<file path="config.mk">
export PLATFORM = sky130hd
export DESIGN_NAME = ecj_ram
export DESIGN_NICKNAME = d
export VERILOG_FILES = /design/src/design/ecj_ram.sv
export SDC_FILE = /design/constraint.sdc
export NUM_CORES = 1
export LEC_CHECK = 0
export BUFFER_PORTS_ARGS = -buffer_cell sky130_fd_sc_hd__buf_4
export CELL_PAD_IN_SITES_DETAIL_PLACEMENT = 1
export CELL_PAD_IN_SITES_GLOBAL_PLACEMENT = 2
export CORE_AREA = 2 2 117 108
export CTS_CLUSTER_SIZE = 14
export DETAILED_ROUTE_END_ITERATION = 8
export DIE_AREA = 0 0 119 110
export PLACE_DENSITY_LB_ADDON = 0.1
export SLEW_MARGIN = 20
export SYNTH_ARGS = -nofsm -noshare
export SYNTH_HDL_FRONTEND = slang
export SYNTH_SLANG_ARGS = --single-unit
</file>
<file path="constraint.sdc">
create_clock -name clk_i -period 2.66 [get_ports clk_i]
set_clock_uncertainty 0.2 [all_clocks]
set_input_delay 0.665 -clock clk_i [delete_from_list [all_inputs] [get_ports clk_i]]
set_output_delay 0.665 -clock clk_i [all_outputs]
set_load 0.05 [all_outputs]
</file>
<file path="src/design/ecj_ram.sv">
// Generic single-write, single-read RAM with registered read data.
`timescale 1ns / 1ps
`default_nettype none

module ecj_ram #(
  parameter int WIDTH = 8,
  parameter int DEPTH = 16
) (
  input  wire logic                                       clk_i,
  input  wire logic                                       we_i,
  input  wire logic [((DEPTH > 1) ? $clog2(DEPTH) : 1)-1:0] waddr_i,
  input  wire logic [WIDTH-1:0]                           wdata_i,
  input  wire logic                                       re_i,
  input  wire logic [((DEPTH > 1) ? $clog2(DEPTH) : 1)-1:0] raddr_i,
  output      logic [WIDTH-1:0]                           rdata_o
);

  logic [WIDTH-1:0] mem_q [DEPTH];
  logic [WIDTH-1:0] rdata_q;

  always_ff @(posedge clk_i) begin
    if (we_i) begin
      mem_q[waddr_i] <= wdata_i;
    end
    if (re_i) begin
      rdata_q <= mem_q[raddr_i];
    end
  end

  assign rdata_o = rdata_q;

endmodule

`default_nettype wire

</file>
After elaboration in Yosys (flattened, before gate mapping)
Memories as Yosys holds them, arrays and structs flattened. A register that Yosys moved wholly into a read port is not among the register bits.
Index checks and enable logic that the tools add are counted.
W data, S select, Z words.
{ "totals": {"regBits": 0, "ramBits": 128, "input_bits": 19, "out_inout_bits": 8, "elab_cells": 3, "memories": 1} }
{ "classes": {"mux": 2} }
{ "mem_list": {"columns": ["memory", "depth", "width", "read_ports", "rd_ports_with_merged_regs", "wr", "line", "text"], "rows": [
  ["mem_q", 16, 8, 1, 1, 1, "18", "logic [WIDTH-1:0] mem_q [DEPTH];"]
]} }
{ "ops": {"columns": ["operator", "n"], "rows": [
  ["$mux W1", 2]
]} }

Depth between registers and ports, before layout
Gate-level depths: netlist of run 1.
{ "depth": {"ltp_word": 2, "mapped_depth": 5, "ltp_nobuf": 3} }

Least setup slack after synthesis of run 1
OpenSTA, ideal clock, no wires.
{ "synth_path": {"path_type": "input-to-reg", "startpoint": "input waddr_i[2] (netlist name)", "endpoint": "memory mem_q[0][0], enable pin", "setup_time_ns": 0.383, "arrival_ns": 1.775, "required_time_ns": 2.077, "slack_ns": 0.302, "cell_stages": 2, "n_path_buf": 0, "cell_sequence": "or3b_2 > nor3_1"} }
{ "synth_lines": {"columns": ["element", "line", "text"], "rows": [
  ["from (decl)", "11", "input wire logic [((DEPTH > 1) ? $clog2(DEPTH) : 1)-1:0] waddr_i,"],
  ["to (decl)", "18", null]
]} }
No word-level cell before the write port.

==> results.toml, run 1 <==
[final_layout]
area_growth_pct = 19.17
drive_above_1_share_pct = 30.00
final_cells = 460
design_area_um2 = 6230
multi_input_area_um2 = 1057
n_fill_cell = 1034
antenna_cells = 0
nNetsFinal = 309
regArea_um2 = 4084
utilization_pct = 52.62

[timing]
setup_tns_ns = 0
maxSlewHeadroom_pct = 73.49
min_period_ns = 2.033
maxSlewViolCount = 0
setup_violations = 0
fin_ws_ns = 0.6269
tightestPinTransition_ns = 0.3976
post-route-period-util_pct = 76.43
timing.hold.ws_ns = 0.3642
finalHoldViolations = 0
max_freq_ghz = 0.4919
rsz0062_at_grt = "false"

[grt]
grt_pass1_wl_um = 16580
antenna_found_initial = 0
grt_max_degree = 17
overflow = 0
gr-usage-all-layers_pct = 18.49
grt_pass1_vias = 2622

[die]
die_h_um = 110
pin_count = 27
start_util_pct = 44.16
num_rows = 38
die_w_um = 119
fp.dieArea_um2 = 13090
fp.coreArea_um2 = 11840

[synth]
synth.most_common_cell = "edfxtp_1"
ys_seq_elements = 136
synth_cell_types = 18
synth_cells = 229
syn-cell-area_um2 = 5228
ys_top_cells_by_area = "edfxtp_1 78%, mux4_2 7.8%, mux4_1 7.0%, a22oi_1 2.3%, nor2_1 0.93%"
synth_edf_count = 136
synth_top_area_share_pct = 78.12
ys_warn_count = 0
yosys-top-cells-count = "136 x edfxtp_1, 18 x mux4_2, 16 x a22oi_1"
synth_top_cell_by_area = "edfxtp_1"
yosysSeqAreaShare_pct = 78.12
synth_ff_type = "edfxtp_1"
async_flop_share_pct = 0
synth_fp_nets = 248
syn_area_per_cell_um2 = 22.83

[detailed_routing]
finalWirelength_um = 10960
drtAntennaViolNets = 0
vias = 2497
wl_per_cell_um = 23.82
drc_errors = 0
dr.pass1.iters = 6
drtIter0Drc = 175
vias_per_cell = 5.428

[place]
placed_cells = 431
dpl-instance-area_um2 = 5757
globalplace.congestion = 0.6949
dp_hpwl_um = 7204
place_ws_ns = 0.1735
io_buffers = 26

[worst_setup_path]
start_kind = "input pin"
critPathMaxFanout = 12
arrival_ns = 1.99
max_stage_delay_ns = 0.56
cp-end-kind = "flip-flop"
path_cells = "buf_4, buf_12, mux4_1, a22oi_1, nand2_1"
r2r_slack_ns = 0.94
crit_required_ns = 2.62
crit_type = "in2reg"
crit_slowest_cell = "mux4_1"

[clock_network]
cts.sinks = 136
ctsResizeCount = 0
htreeDepth = 4
path_clk_slew_ns = 0.05
cts_tree = "built"
cts_buffers = 17
insertion_delay_ns = 0.41
postCtsHoldBufs = 0
cts_setup_buffers = 0
cts_max_path_buffers = 2
cts-root-buf = "clkbuf_16"

[power_and_ir_drop]
switching_power_uw = 957.8
switching_share_pct = 20.69
leakagePower_nw = 2.108
ir_drop_v = 0.0004374
p_per_area_nw_per_um2 = 743.0
power.total_mw = 4.629
seq_power_share_pct = 52.5
p_int_mw = 3.671
p_comb_share_pct = 6.1
clockPowerShare_pct = 41.4

[hold_path]
hold_path_class = "in2reg"

[outcome]
outcome = "completed"

[flow_run]
cap_violations = 0
sequential cells by signal (all words and copies together), names as in the netlist:
name,cells
mem_q,128
rdata_o,8
final timing paths:
kind | startpoint | to | depth (start not counted)
worst max-delay path | raddr_i[0] | rdata_o[0]$_DFFE_PP_ | 5
worst min-delay path | wdata_i[2] | mem_q[14][2]$_DFFE_PP_ | 1
worst min register to register | mem_q[8][7]$_DFFE_PP_ | rdata_o[7]$_DFFE_PP_ | 3
worst max register to register | mem_q[1][0]$_DFFE_PP_ | rdata_o[0]$_DFFE_PP_ | 3
area by class of cell:
class	count	share of cell area (%)
Sequential cell	136	65.56
Multi-Input combinational cell	83	16.97
Clock buffer	19	6.949
Timing Repair Buffer	52	6.668
Tap cell	160	3.213
Clock inverter	10	0.6427
cells by family after synthesis:
logic type,count (synthesis),share of synthesized area [%]
AO/OA/AOI/OAI,16,2.298
buffers and inverters,10,1.651
flip-flops,136,78.12
multiplexers,32,14.79
AND/OR/NAND/NOR,35,3.136
layer usage:
metal	wire length [um]	global-route usage (%)
met2	5336	29.52
met5	0	0
met4	153	5.867
met3	467	6.173
met1	5001	24.36
power groups by stage:
stage,registers (mW),clock network (mW),logic [mW]
6_report,2.43,1.92,0.280
5_1_grt,2.43,2.04,0.304
4_1_cts,2.43,1.96,0.288
3_5_place_dp,2.47,0,0.287
3_3_place_gp,2.47,0,0.280
2_1_floorplan,2.51,0,0.122
layout by cell type (no fill, tap or decap):
master / count
nor2_1: 13
and2b_1: 1
and2_1: 1
or3b_2: 1
nor2b_1: 1
nand2b_1: 2
clkbuf_1: 2
clkinv_2: 2
edfxtp_1: 136
clkbuf_16: 17
mux4_2: 18
buf_4: 50
nand3_1: 1
nand2_1: 9
nor3_1: 4
clkinv_1: 8
a22oi_1: 16
mux4_1: 14
buf_12: 2
nand3b_1: 2
worst max-delay path: cells and delay by family:
family | cells | cell delay, ns
AO/OA/AOI/OAI | 1 | 0.29
buffers and inverters | 2 | 0.36
multiplexers | 1 | 0.56
AND/OR/NAND/NOR | 1 | 0.10
(Power assumes the default switching activity.)
==> inputs of run 2 (changes only) <==
Settings changed: ABC_AREA set to 1, CORE_AREA 2 2 117 108 to 2 2 136 125, DIE_AREA 0 0 119 110 to 0 0 138 127.
Clock period 2.66 ns to 1.76 ns, I/O delays scaled along.
==> run 2 against run 1 <==
Largest power group is now the clock network; largest cell class unchanged; combinational power rose by 100%; critical path depth fell by 4; worst hold slack got worse by 0.20 ns; cell count rose by 79%; critical endpoint is now rdata_o[2]; utilization fell by 8.0 points; design area rose by 14%; worst setup slack got worse by 0.61 ns; non-clock buffer count rose by 5; clock power rose by 120%; first-iteration DRC count rose by 25%; global-route usage rose by 1.2 points.
==> results.toml, run 2 <==
[power_and_ir_drop]
switching_power_mw = 1.770
power.total_mw = 8.374
leakagePower_nw = 3.060
ir_drop_v = 0.0006636
p_int_mw = 6.604
seq_power_share_pct = 43.9
switching_share_pct = 21.14
clockPowerShare_pct = 49.3
p_per_area_nw_per_um2 = 1177
p_comb_share_pct = 6.8

[flow_run]
cap_violations = 0

[detailed_routing]
drtAntennaViolNets = 0
drtIter0Drc = 218
vias_per_cell = 4.740
dr.pass1.iters = 5
vias = 3901
wl_per_cell_um = 19.81
drc_errors = 0
finalWirelength_um = 16300

[final_layout]
area_growth_pct = 21.74
largest_reg_flops = 128
antenna_cells = 0
largest-register = "mem_q"
n_fill_cell = 1758
final_cell_mix = "173 x nand2_1, 136 x edfxtp_1, 100 x inv_1"
multi_input_area_um2 = 1214
regArea_um2 = 4084
final_common_cell = "nand2_1"
nNetsFinal = 622
drive_above_1_share_pct = 14.45

[synth]
synth_top_area_share_pct = 69.85
synth.most_common_cell = "nand2_1"
synth_fp_nets = 570
async_flop_share_pct = 0
synth_top_cell_by_area = "edfxtp_1"
synth_edf_count = 136
syn-cell-area_um2 = 5847
synth_ff_type = "edfxtp_1"
ys_top_cells_by_area = "edfxtp_1 70%, nand2_1 11%, nand3_1 8.3%, inv_1 6.4%, buf_6 1.2%"
syn_area_per_cell_um2 = 10.61
ys_warn_count = 0
yosys-top-cells-count = "173 x nand2_1, 136 x edfxtp_1, 100 x inv_1"
yosysSeqAreaShare_pct = 69.85
ys_seq_elements = 136
synth_cell_types = 11
synth_cells = 551

[die]
num_rows = 44
fp.coreArea_um2 = 15970
die_w_um = 138
die_h_um = 127
start_util_pct = 36.62
fp.dieArea_um2 = 17530
pin_count = 27

[worst_setup_path]
start_kind = "flip-flop"
path_depth = 1
r2r.worst_path.cells = 6
crit_required_ns = 1.12
crit_type = "reg2out"
cp-end-kind = "output port"
path_cells = "buf_6"
critPathMaxFanout = 1
arrival_ns = 1.10
crit_slowest_cell = "edfxtp_1"
max_stage_delay_ns = 0.48
critPathBufInv = 1
cp_top_family = "flip-flops"

[clock_network]
htreeDepth = 4
cts_max_path_buffers = 2
path_clk_slew_ns = 0.06
cts_tree = "built"
cts_setup_buffers = 0
cts-root-buf = "clkbuf_16"
insertion_delay_ns = 0.42
cts.sinks = 136
cts_buffers = 17

[timing]
fin_ws_ns = 0.01976
setup_violations = 0
tightestPinTransition_ns = 0.3283
min_period_ns = 1.740
post-route-period-util_pct = 98.88
rsz0062_at_grt = "false"
maxSlewViolCount = 0
finalHoldViolations = 0
maxSlewHeadroom_pct = 78.09
max_freq_ghz = 0.5746

[grt]
overflow = 0
gr-usage-all-layers_pct = 19.73
grt_pass1_wl_um = 25140
grt_pass1_vias = 4106
grt_max_degree = 31
antenna_found_initial = 0

[outcome]
outcome = "completed"

[place]
globalplace.congestion = 0.7509
io_buffers = 26
place_ws_ns = -0.1756
dp_hpwl_um = 10560

[hold_path]
worstHoldPathCells = 1
hold_path_class = "in2reg"
## run 2: cell types whose count changed after synthesis, sizes merged, moves of 2 or more
cell,before,now
nand2,9,173
inv,0,102
nand3,1,97
mux4,32,0
buf,7,24
a22oi,16,0
nor2,13,17
nor3,4,0
clkdlybuf4s25,3,0
nand2b,2,0
## run 2: layer usage
layer / wire, um / vias up / track usage [%]
met2: 7510 / 77 / 30.17
met4: 302 / 0 / 8.643
li1: - / 1880 / -
met1: 7788 / 1931 / 27.87
met3: 701 / 13 / 3.486
met5: 0 / - / 0
## run 2: logic make-up (layout without fill, tap and decap cells)
family | count (synthesis) | in the layout | synth area share (%)
buffers and inverters | 126 | 191 | 9.394
flip-flops | 136 | 136 | 69.85
AND/OR/NAND/NOR | 289 | 289 | 20.76
## run 2: worst paths after layout
path	start	endpoint	slack, ns
worst min register to register	mem_q[12][2]$_DFFE_PP_	rdata_o[2]$_DFFE_PP_	0.53
worst max-delay path	rdata_o[2]$_DFFE_PP_	rdata_o[2]	0.02
worst min-delay path	wdata_i[2]	mem_q[2][2]$_DFFE_PP_	0.17
worst max register to register	mem_q[9][0]$_DFFE_PP_	rdata_o[0]$_DFFE_PP_	0.38
## run 2: cell type report
cell class	count	share of cell area [%]
Sequential cell	136	57.37
Multi-Input combinational cell	289	17.05
Timing Repair Buffer	57	6.996
Clock buffer	17	5.976
Inverter	102	5.379
Tap cell	207	3.639
Clock inverter	15	3.586
## run 2: stage by stage
stage          utilization (%)  TNS [ns]  cell area, um^2  hold WS [ns]  cells
2_1_floorplan                -         0             5847        0.3389    551
3_3_place_gp             40.27   -0.5238             6430        0.5385    791
3_5_place_dp             40.27   -0.6762             6430        0.5204    791
4_1_cts                  44.58         0             7118        0.1578    823
5_1_grt                  44.58         0             7118        0.1538    823
6_report                 44.58         0             7118        0.1669    823
## run 2: power groups by stage
stage	registers, mW	logic [mW]	clock network [mW]
2_1_floorplan	3.79	0.256	0
3_3_place_gp	3.74	0.567	0
3_5_place_dp	3.74	0.577	0
4_1_cts	3.68	0.583	4.21
5_1_grt	3.68	0.630	4.33
6_report	3.68	0.569	4.13
## run 2: timing repair
item	CTS	global route
endpoints found under the hold margin	0	0
resized for setup	2	0
endpoints found under the setup margin	2	0
hold buffers	0	0
